==> config.mk <==
export PLATFORM = sky130hd
export DESIGN_NAME = ggpm_capacity
export DESIGN_NICKNAME = d
export VERILOG_FILES = /design/src/design/ggpm_pkg.sv /design/src/design/ggpm_capacity.sv
export SDC_FILE = /design/constraint.sdc
export NUM_CORES = 1
export LEC_CHECK = 0
export ABC_AREA = 0
export BUFFER_PORTS_ARGS = -buffer_cell sky130_fd_sc_hd__buf_2
export CAP_MARGIN = 25
export CORE_MARGIN = 4
export CORE_UTILIZATION = 45
export CTS_CLUSTER_DIAMETER = 60
export CTS_CLUSTER_SIZE = 28
export DETAILED_ROUTE_END_ITERATION = 10
export MAX_ROUTING_LAYER = met4
export PLACE_DENSITY = 0.6
export SLEW_MARGIN = 20
export SYNTH_ARGS = -nofsm -noshare
export SYNTH_HDL_FRONTEND = slang
export SYNTH_SLANG_ARGS = --single-unit
export TNS_END_PERCENT = 10
==> constraint.sdc <==
create_clock -name clock -period 8.57 [get_ports clock]
set_input_delay 1.714 -clock clock [delete_from_list [all_inputs] [get_ports clock]]
set_output_delay 1.714 -clock clock [all_outputs]
set_load 0.02 [all_outputs]
==> src/design/ggpm_pkg.sv <==
// ---------------------------------------------------------------------------
// ggpm_pkg
// shared constants, widths and types of the granular grain pool mixer
// ---------------------------------------------------------------------------
package ggpm_pkg;

   localparam int MAX_GRAINS   = 512;
   localparam int SAMPLE_DEPTH = 65536;
   localparam int SAMPLE_BITS  = 16;
   localparam int CAP_SCALE    = 500;

   localparam int SLOT_W  = $clog2(MAX_GRAINS);
   localparam int TOTAL_W = $clog2(MAX_GRAINS + 1);
   localparam int ADDR_W  = $clog2(SAMPLE_DEPTH);
   localparam int COUNT_W = $clog2(SAMPLE_DEPTH + 1);

   localparam int FRAC_W   = 17;
   localparam int RATE_W   = 18;
   localparam int STEP_W   = 21;
   localparam int IVAL_W   = 15;
   localparam int CV_W     = 16;
   localparam int MIX_W    = 25;
   localparam int START_W  = FRAC_W + COUNT_W;
   localparam int LEN_W    = FRAC_W + RATE_W;
   localparam int SUM_W    = ((START_W > LEN_W) ? START_W : LEN_W) + 1;
   localparam int IDX_W    = SUM_W - 16;
   localparam int ACC_W    = SAMPLE_BITS + TOTAL_W + 1;
   localparam int PROD_W   = ACC_W + FRAC_W + 1;

   // stream commands
   localparam logic [1:0] CMD_APPEND = 2'd0;
   localparam logic [1:0] CMD_CLEAR  = 2'd1;
   localparam logic [1:0] CMD_TICK   = 2'd2;

   // register indexes
   localparam logic [3:0] REG_SPAWN_INTERVAL  = 4'd0;
   localparam logic [3:0] REG_START_FRACTION  = 4'd1;
   localparam logic [3:0] REG_LENGTH_FRACTION = 4'd2;
   localparam logic [3:0] REG_HOST_RATE       = 4'd3;
   localparam logic [3:0] REG_STEP_INCREMENT  = 4'd4;
   localparam logic [3:0] REG_CAPACITY_KNOB   = 4'd5;
   localparam logic [3:0] REG_CAPACITY_ATTN   = 4'd6;
   localparam logic [3:0] REG_TRIM_GAIN       = 4'd7;

   typedef struct packed {
      logic [START_W-1:0] start;
      logic [LEN_W-1:0]   length;
      logic [LEN_W-1:0]   position;
   } grain_entry_type;

endpackage

==> src/design/ggpm_capacity.sv <==
// ---------------------------------------------------------------------------
// ggpm_capacity
// two-stage capacity pipeline: cv * attn * 500 plus knob * 500 * 2^15,
// floored by 2^31 and saturated to 0..MAX_GRAINS
// ---------------------------------------------------------------------------
module ggpm_capacity (
   input  logic                          clock,
   input  logic signed [ggpm_pkg::CV_W-1:0]   capacity_cv,
   input  logic [ggpm_pkg::FRAC_W-1:0]   capacity_attn,
   input  logic [ggpm_pkg::FRAC_W-1:0]   capacity_knob,
   output logic [ggpm_pkg::TOTAL_W-1:0]  capacity
);
   import ggpm_pkg::*;

   localparam int P1_W = CV_W + FRAC_W + 1;
   localparam int K_W  = FRAC_W + 10;
   localparam int S_W  = P1_W + 10 + 2;

   logic signed [P1_W-1:0] cv_prod_ff;
   logic [K_W-1:0]         knob_prod_ff;
   logic signed [S_W-1:0]  s_ff;
   logic signed [S_W-1:0]  s_in;
   logic signed [S_W-32:0] s_shift;

   always_comb begin
      s_in = S_W'(cv_prod_ff) * S_W'(signed'(CAP_SCALE))
           + (S_W'(signed'({1'b0, knob_prod_ff})) <<< 15);
      s_shift = s_ff[S_W-1:31];
   end

   always_ff @(posedge clock) begin
      cv_prod_ff   <= P1_W'(capacity_cv) * P1_W'(signed'({1'b0, capacity_attn}));
      knob_prod_ff <= K_W'(capacity_knob) * K_W'(CAP_SCALE);
      s_ff         <= s_in;
   end

   // negative sums give zero, large ones saturate
   always_comb begin
      if (s_ff < 0) begin
         capacity = '0;
      end else if (s_shift > (S_W-31)'(MAX_GRAINS)) begin
         capacity = TOTAL_W'(MAX_GRAINS);
      end else begin
         capacity = TOTAL_W'(s_shift);
      end
   end

endmodule

==> results of run 1 <==
layout make-up:
type                            count  area (um2)  share of cell area
Sequential cell                    72        1440              0.0660
Clock inverter                      6        82.6             0.00378
Multi-Input combinational cell   1493       16500               0.756
Inverter                          662        2480               0.114
Timing Repair Buffer               64         330              0.0151
Tap cell                          600         751              0.0344
Clock buffer                       10         239              0.0109
cells in the final DEF (no fill, tap or decap), types with 19 or more instances in the layout:
master	n
a21o_1	44
a21oi_1	73
and2_1	111
buf_2	60
dfxtp_1	72
fa_1	395
ha_1	316
inv_1	662
nand2_1	196
nand2b_1	23
nor2_1	47
o21ai_0	23
o21bai_1	19
xnor2_1	57
xor2_1	27
synthesized netlist by cell type (3+ instances only):
cell type	instances
inv_1	662
fa_1	395
ha_1	316
nand2_1	196
and2_1	111
a21oi_1	73
dfxtp_1	72
xnor2_1	57
nor2_1	47
a21o_1	44
clkbuf_1	44
xor2_1	27
nand2b_1	23
o21ai_0	23
o21bai_1	19
nand3_1	17
nor3_1	15
nand4_1	10
a31oi_1	6
o21a_1	6
o31ai_1	6
nor3b_1	5
nor4_1	5
o211ai_1	5
o21ai_1	5
and3_1	4
nor2b_1	4
a211o_1	3
a211oi_1	3
a21boi_0	3
a41oi_1	3
and4_1	3
nand3b_1	3
o22ai_1	3
o311ai_1	3
through the flow:
step | cells | worst slack (ns) | hold WS, ns
4_1_cts | 2907 | 0.943 | 0.655
3_5_place_dp | 2891 | 0.571 | 0.647
2_1_floorplan | 2271 | 0.907 | 0.593
3_3_place_gp | 2891 | 0.664 | 0.645
6_report | 2907 | 0.925 | 0.649
5_1_grt | 2907 | 0.598 | 0.686
critical path, cell delays in order:
cell      delay (ns)
buf_2           0.28
nand2_1         0.14
fa_1            0.54
inv_1           0.05
fa_1            0.55
inv_1           0.06
fa_1            0.50
fa_1            0.54
inv_1           0.05
fa_1            0.47
inv_1           0.05
fa_1            0.47
inv_1           0.04
ha_1            0.34
a21o_1          0.21
a21o_1          0.16
a21oi_1         0.14
o221ai_1        0.24
or2_1           0.28
a31oi_1         0.28
o21ai_1         0.14
nor2b_1         0.17
o211a_1         0.21
a211o_1         0.25
logic make-up (layout without fill, tap and decap cells):
kind of cell,after synthesis,count (layout),share of synthesized area
AO/OA/AOI/OAI,239,239,0.0794
XOR/XNOR,85,85,0.0365
adder cells (fa/ha/maj),711,711,0.576
buffers and inverters,706,742,0.129
flip-flops,72,72,0.0700
multiplexers,2,2,0.00103
AND/OR/NAND/NOR,456,456,0.109
path summary, 6_finish.rpt:
| kind | startpoint | end | depth (start not counted) |
|---|---|---|---|
| worst max-delay path | capacity_cv[1] | cv_prod_ff[25]$_DFF_P_ | 24 |
| worst min-delay path | knob_prod_ff[24]$_DFF_P_ | s_ff[39]$_DFF_P_ | 2 |
| worst min register to register | knob_prod_ff[24]$_DFF_P_ | s_ff[39]$_DFF_P_ | 2 |
| worst max register to register | cv_prod_ff[18]$_DFF_P_ | s_ff[42]$_DFF_P_ | 27 |
metal layers:
layer,vias to the layer above,global-route usage
met1,7334,0.235
met5,-,-
met2,189,0.307
met3,49,0.0191
li1,6927,-
met4,0,0.0386
state kept, by name, indices dropped and copies added, names as in the netlist:
signal,flops
knob_prod_ff,24
cv_prod_ff,34
s_ff,14
==> results.ini, run 1 <==
[detailed_routing]
first_pass_iters = 5
drtAntennaViolNets = 0
route.detailed.drc = 0
highest_layer = met4
drt_iter0_drc = 520
routed_wl_um = 41000
viasPerCell = 4.99
routed-wl-met3_um = 1140
dr_wl_met2_um = 21100
wl_per_cell_um = 14.1
m1WireLength_um = 18000
vias = 14500

[timing]
tns_ns = 0
timing.final.crit_share = 0.892
fin_crit_ns = 7.65
skew_ns = 0.00477
hold_viol_final = 0
fmax_mhz = 131
drv_slew = 0
grt_setup_unrepaired = no
tightest_slew_ns = 0.651
slew_headroom = 0.565
setup_viol = 0

[clock_network]
clockBufferDepth = 2
htree_levels = 3
ctsResizeCount = 0
cts_hold_buf = 0
cts.sinks = 72
cts_tree = built
clk_pin_slew_ns = 0.06
cts_setup_buffers = 0
numCtsBuffers = 9
root_buffer = clkbuf_16
clock_latency_ns = 0.35

[critical_path]
cp-end-kind = register
crit_fanout = 17
reg2reg_setup_slack_ns = 1.08
cp.arrival_ns = 7.88
cp.required_ns = 8.81
critPathKind = in2reg
start_kind = input port

[global_route]
antenna_found_initial = 0
grt_max_degree = 18
grt_pass1_wl_um = 72300
grt_use_total = 0.180
grt.overflow.total = 0
grt_pass1_vias = 15300

[floorplanning]
die_h_um = 222
core_area_um2 = 45300
rows = 78
start_util = 0.455
die_w_um = 222
io_pins = 61
die-area_um2 = 49300

[synthesis]
syn_avg_cell_area_um2 = 9.07
ys_ff_latch = 72
yosys.area.top_type = fa_1
synth.top_cells.by_area = fa_1, ha_1, inv_1
ys.flop_type = dfxtp_1
synth_top_area_share = 0.384
synth_edf_count = 0
synth_fp_nets = 3033
postSynthCellCount = 2271
synth-seq-area-share = 0.0700
ys_async_sr_fraction = 0
synth_area_um2 = 20600
yosys.cell_types.count = 72
ys.warnings.count = 0

[flow_run]
maxCapViolCount = 0

[layout]
area_growth_pct = 6.01
fillers = 4414
drive_gt1_frac = 0.0442
fin_area_um2 = 21800
fin_nets = 3064
fin_util = 0.482
antenna_cells = 0

[min_path]
hp-class = reg2reg

[placed_design]
gp_congestion = 0.885
postPlaceCellArea_um2 = 21500
port_buffers = 60
place_hpwl_um = 35900

[status]
status = finished clean

Power of run 1 is not shown: default switching activity piles up to over one toggle a cycle in this logic, so the estimate is an artifact.
==> run 2: changes to the inputs <==
- MAX_ROUTING_LAYER: met4 -> default
- clock period: 8.57 -> 9.83 ns (I/O delays scaled with it)
==> run 2 against run 1 <==
Net effect:
- sequential cell count stayed put
- non-clock buffer count is 4 lower
- via count is 0.29% lower
- first-iteration DRC count is 5.2% higher
- cell count is 0.10% lower
- worst setup slack better by 1.1 ns
- global-route usage is 0.66 points lower
- routed wire length is 0.35% higher
- critical path depth stayed put
- critical endpoint unchanged
- largest cell class unchanged
- highest routed layer unchanged
==> results.ini, run 2 (synthesis results as in run 1) <==
[status]
status = finished clean

[critical_path]
critical-path-max-stage-delay_ns = 0.56  ; about the same
start_kind = input port
cp.required_ns = 10.07  ; +1.26 ns
worstRegToRegCells = 29  ; +7.4%
regToRegStartpoint = cv_prod_ff[18]$_DFF_P_
crit_fanout = 16  ; -1
cp.arrival_ns = 8.08  ; +0.20 ns
critPathKind = in2reg
cp-end-kind = register
path_cells = buf_2 -> nand2_1 -> fa_1 -> inv_1 -> fa_1 -> inv_1 -> fa_1 -> fa_1 -> inv_1 -> fa_1 -> inv_1 -> fa_1 -> inv_1 -> ha_1 -> a21o_1 -> a21o_1 -> a21oi_1 -> o221ai_1 -> or2_1 -> a31oi_1 -> o21ai_1 -> nor2b_1 -> o211a_1 -> a211o_1
cp_num_buf_inv = 6  ; unchanged
cpMaxStageDelayCell = fa_1
r2r-end = s_ff[42]$_DFF_P_
crit_family = adder cells
critPathMostFrequentCell = fa_1
reg2reg_setup_slack_ns = 2.30  ; +1.22 ns

[timing]
tns_ns = 0  ; unchanged
fmax_mhz = 127
tightest_slew_ns = 0.662  ; +0.0102 ns
drv_slew = 0  ; unchanged
hold_viol_final = 0  ; unchanged
timing.final.crit_share = 0.798
setup_viol = 0  ; unchanged
fin_crit_ns = 7.84
grt_setup_unrepaired = no
slew_headroom = 0.558  ; -0.00681
skew_ns = 0.0102  ; +0.00539 ns

[clock_network]
cts.sinks = 72  ; unchanged
htree_levels = 3  ; unchanged
clockBufferDepth = 2  ; unchanged
cts_hold_buf = 0  ; unchanged
clock_latency_ns = 0.35  ; about the same
numCtsBuffers = 9  ; unchanged
cts_setup_buffers = 0  ; unchanged
cts_tree = built
clk_pin_slew_ns = 0.05  ; about the same
root_buffer = clkbuf_16
ctsResizeCount = 0  ; unchanged

[floorplanning]
die_w_um = 222  ; unchanged
rows = 78  ; unchanged
die_h_um = 222  ; unchanged
io_pins = 61  ; unchanged
core_area_um2 = 45300  ; unchanged
start_util = 0.455  ; unchanged
die-area_um2 = 49300  ; unchanged

[detailed_routing]
vias = 14500  ; -0.29%
routed_wl_um = 41100  ; +0.35%
first_pass_iters = 4  ; -1
viasPerCell = 4.98  ; -0.19%
wl_per_cell_um = 14.2  ; +0.46%
route.detailed.drc = 0  ; unchanged
drtAntennaViolNets = 0  ; unchanged
drt_iter0_drc = 547  ; +5.2%

[global_route]
grt_pass1_vias = 15400  ; +0.59%
grt_use_total = 0.174  ; -0.00657
antenna_found_initial = 0  ; unchanged
grt_max_degree = 18  ; unchanged
grt_pass1_wl_um = 72100  ; -0.18%
grt.overflow.total = 0  ; unchanged

[layout]
final_cells = 2904  ; -0.10%
largest_register = cv_prod_ff
reg_top3 = cv_prod_ff (34), knob_prod_ff (24), s_ff (14)
area_growth_pct = 6.11  ; about the same
layout_common_cells = inv_1, fa_1, ha_1
fin_nets = 3060  ; -0.13%
fillers = 4361  ; -1.2%
largest_reg_flops = 34  ; unchanged
drive_gt1_frac = 0.0421  ; -0.00209
layout_commonest_cell = inv_1

[placed_design]
placed_cells = 2887  ; -0.14%
place_hpwl_um = 35800  ; -0.19%
port_buffers = 60  ; unchanged
gp_congestion = 0.861  ; -2.7%

[min_path]
hp-class = reg2reg
min_path_cells = 2  ; unchanged
hp-start = knob_prod_ff[24]$_DFF_P_
hold_path_end = s_ff[39]$_DFF_P_

[flow_run]
maxCapViolCount = 0  ; unchanged

[run 2: worst min-delay path, stage by stage (launching register included)]
cell     delay, ns
dfxtp_1       0.31
ha_1          0.21
xor2_1        0.10
[run 2: through the flow]
| stage | worst slack (ns) | hold slack [ns] | area [um2] | utilization |
|---|---|---|---|---|
| 2_1_floorplan | 1.91 | 0.593 | 20600 | - |
| 3_3_place_gp | 1.71 | 0.647 | 21500 | 0.475 |
| 3_5_place_dp | 1.62 | 0.645 | 21500 | 0.475 |
| 4_1_cts | 1.99 | 0.669 | 21900 | 0.483 |
| 5_1_grt | 1.70 | 0.698 | 21900 | 0.483 |
| 6_report | 1.99 | 0.666 | 21900 | 0.483 |
[run 2: cell type report]
| cell class | count | area, um2 | area share |
|---|---|---|---|
| repair buffers | 60 | 300 | 0.0137 |
| clock inverters | 5 | 128 | 0.00584 |
| multi-input cells | 1493 | 16500 | 0.755 |
| flip-flops and latches | 72 | 1440 | 0.0659 |
| inverters | 662 | 2480 | 0.114 |
| clock buffers | 11 | 243 | 0.0111 |
| diodes | 1 | 2.50 | 0.000114 |
| well taps | 600 | 751 | 0.0343 |
[run 2: worst max-delay path by stage]
| stage | start | to | slack, ns | cells after the start |
|---|---|---|---|---|
| after detailed placement | capacity_cv[1] | cv_prod_ff[25]$_DFF_P_ | 1.62 | 24 |
| final | capacity_attn[10] | cv_prod_ff[25]$_DFF_P_ | 1.99 | 24 |
| after global routing | capacity_attn[10] | cv_prod_ff[25]$_DFF_P_ | 1.70 | 24 |
| after global placement | capacity_attn[10] | cv_prod_ff[25]$_DFF_P_ | 1.71 | 24 |
| after floorplan | capacity_cv[4] | cv_prod_ff[25]$_DFF_P_ | 1.91 | 25 |
| after CTS | capacity_cv[1] | cv_prod_ff[25]$_DFF_P_ | 1.99 | 24 |
[run 2: per-layer routing]
layer | vias to the layer above | GRT usage | share of wire
met2 | 197 | 0.308 | 0.52
met5 | - | 0 | 0
met1 | 7282 | 0.230 | 0.43
met4 | 0 | 0.0360 | 0.018
met3 | 49 | 0.0213 | 0.032
li1 | 6929 | - | -
Power of run 2 is left out for the same reason.
==> run 3: changes to the inputs <==
- PLACE_DENSITY: 0.6 -> 0.62
- clock period: 9.83 -> 7.2 ns (I/O delays scaled with it)
==> run 3 against run 2 <==
Net effect:
- worst setup slack got worse by 1.7 ns
- critical path type unchanged
- sequential cell count is the same
- first-iteration DRC count down 5.5%
- non-clock buffer count rose by 78
- routed wire length is 1.5% lower
- worst hold slack better by 0.00095 ns
- critical path depth did not move
- clock-buffer cell count up 1
- register-to-register slack worse by 2.0 ns
- die area is the same
- sequential share of layout area shrank 0.15 points
==> results.ini, run 3 (synthesis results as in run 1) <==
[status]
status = finished clean

[detailed_routing]
wl_per_cell_um = 13.6  ; -4.1%
route.detailed.drc = 0  ; unchanged
vias = 14700  ; +1.7%
drt_iter0_drc = 517  ; -5.5%
drtAntennaViolNets = 0  ; unchanged
viasPerCell = 4.93  ; -0.93%
first_pass_iters = 4  ; unchanged
routed_wl_um = 40500  ; -1.5%

[flow_run]
maxCapViolCount = 0  ; unchanged

[critical_path]
regToRegStartpoint = cv_prod_ff[8]$_DFF_P_
crit_family = adder cells
critPathLaunch = capacity_attn[9]
cp.arrival_ns = 7.18  ; -0.90 ns
cpMaxStageDelayCell = fa_1
cp-end-kind = register
critPathKind = in2reg
start_kind = input port
crit_fanout = 3  ; -13
critPathMostFrequentCell = fa_1
path_cells = buf_2 -> nand2_1 -> fa_1 -> inv_1 -> fa_1 -> inv_1 -> fa_1 -> fa_1 -> inv_1 -> fa_1 -> inv_1 -> fa_1 -> inv_1 -> ha_1 -> a21o_1 -> a21o_1 -> a21oi_1 -> o221ai_2 -> or2_1 -> a31oi_1 -> o21ai_1 -> nor2b_2 -> o211a_1 -> a211o_1
cp_num_buf_inv = 6  ; unchanged
critical-path-max-stage-delay_ns = 0.55  ; about the same
cp.required_ns = 7.43  ; -2.64 ns

[clock_network]
cts_tree = built
root_buffer = clkbuf_16
clk_pin_slew_ns = 0.05  ; about the same
numCtsBuffers = 9  ; unchanged
htree_levels = 3  ; unchanged
cts.sinks = 72  ; unchanged
cts_hold_buf = 0  ; unchanged
clockBufferDepth = 2  ; unchanged
clock_latency_ns = 0.34  ; about the same

[global_route]
grt_max_degree = 18  ; unchanged
grt_pass1_vias = 15500  ; +0.51%
grt_use_total = 0.170  ; -0.00382
grt_pass1_wl_um = 70600  ; -2.1%
grt.overflow.total = 0  ; unchanged
antenna_found_initial = 0  ; unchanged

[timing]
fmax_mhz = 144
setup_viol = 0  ; unchanged
fin_crit_ns = 6.95
hold_viol_final = 0  ; unchanged
holdWs_ns = 0.667  ; +0.000949 ns
timing.final.crit_share = 0.965
tightest_slew_ns = 0.654  ; -0.00726 ns
slew_headroom = 0.563  ; +0.00485
drv_slew = 0  ; unchanged
skew_ns = 0.00412  ; -0.00604 ns
grt_setup_unrepaired = yes

[layout]
fin_util = 0.495  ; +0.0125
layout_commonest_cell = inv_1
largest_register = cv_prod_ff
regArea_um2 = 1450  ; +0.26%
drive_gt1_frac = 0.0790  ; +0.0368
largest_reg_flops = 34  ; unchanged
multi_input_area_um2 = 16600  ; +0.41%
final_cells = 2981  ; +2.7%
antenna_cells = 0  ; -1
fillers = 4320  ; -0.94%
area_growth_pct = 8.85
layout_common_cells = inv_1, fa_1, ha_1
fin_nets = 3138  ; +2.5%
reg_top3 = cv_prod_ff (34), knob_prod_ff (24), s_ff (14)
fin_area_um2 = 22400  ; +2.6%

[placed_design]
port_buffers = 60  ; unchanged
gp_congestion = 0.852  ; -1.0%
place_hpwl_um = 36300  ; +1.2%
postPlaceCellArea_um2 = 22100  ; +2.8%
placed_cells = 2965  ; +2.7%

[floorplanning]
core_area_um2 = 45300  ; unchanged
die_w_um = 222  ; unchanged
io_pins = 61  ; unchanged
start_util = 0.455  ; unchanged
die_h_um = 222  ; unchanged
die-area_um2 = 49300  ; unchanged
rows = 78  ; unchanged

[min_path]
hp-start = knob_prod_ff[24]$_DFF_P_
hp-class = reg2reg

## run 3: cell types whose count changed in the layout (fill, tap and decap cells not counted), moves of 3 or more
cell	previous run	this run
buf_4	0	77
bufinv_16	4	0
clkinv_2	0	4
dfxtp_1	72	69
dfxtp_2	0	3
o21ai_0	23	20
o21ai_1	5	8
## run 3: worst paths after layout
| check | slack, ns | to | cells after the start |
|---|---|---|---|
| max | 0.25 | cv_prod_ff[25]$_DFF_P_ | 24 |
| min | 0.67 | s_ff[39]$_DFF_P_ | 2 |
| max reg2reg | 0.32 | s_ff[42]$_DFF_P_ | 25 |
| min reg2reg | 0.67 | s_ff[39]$_DFF_P_ | 2 |
## run 3: area by class of cell
class,instances,share of cell area
clock inverter,4,0.000893
timing repair buffer,138,0.0402
clock buffer,12,0.0110
inverter,662,0.111
tap,600,0.0335
sequential,72,0.0644
multi-input combinational,1493,0.739
## run 3: worst min-delay path: cells and delay by family, from the launching register on
kind	cells	cell delay (ns)
XOR/XNOR	1	0.09
flip-flops	1	0.31
adder cells (fa/ha/maj)	1	0.21
## run 3: timing repair
item                       in CTS  in global routing
setup endpoints to repair       0                  7
setup buffers                   0                  0
resized for setup               0                 19
## run 3: metrics by stage
stage / TNS, ns / setup WS (ns)
floorplan: 0 / 0.00310
global placement: -0.208 / -0.0963
detailed placement: -0.510 / -0.192
CTS: 0 / 0.0170
global route: -0.0601 / -0.0384
finish: 0 / 0.253
## run 3: layer usage
layer | vias up | wire, um | global-route usage | part of all wire
li1 | 7073 | - | - | -
met1 | 7406 | 17700 | 0.223 | 0.44
met2 | 184 | 20900 | 0.303 | 0.52
met3 | 39 | 1260 | 0.0213 | 0.031
met4 | 0 | 646 | 0.0340 | 0.016
met5 | - | 0 | 0 | 0
Power of run 3 is left out for the same reason.
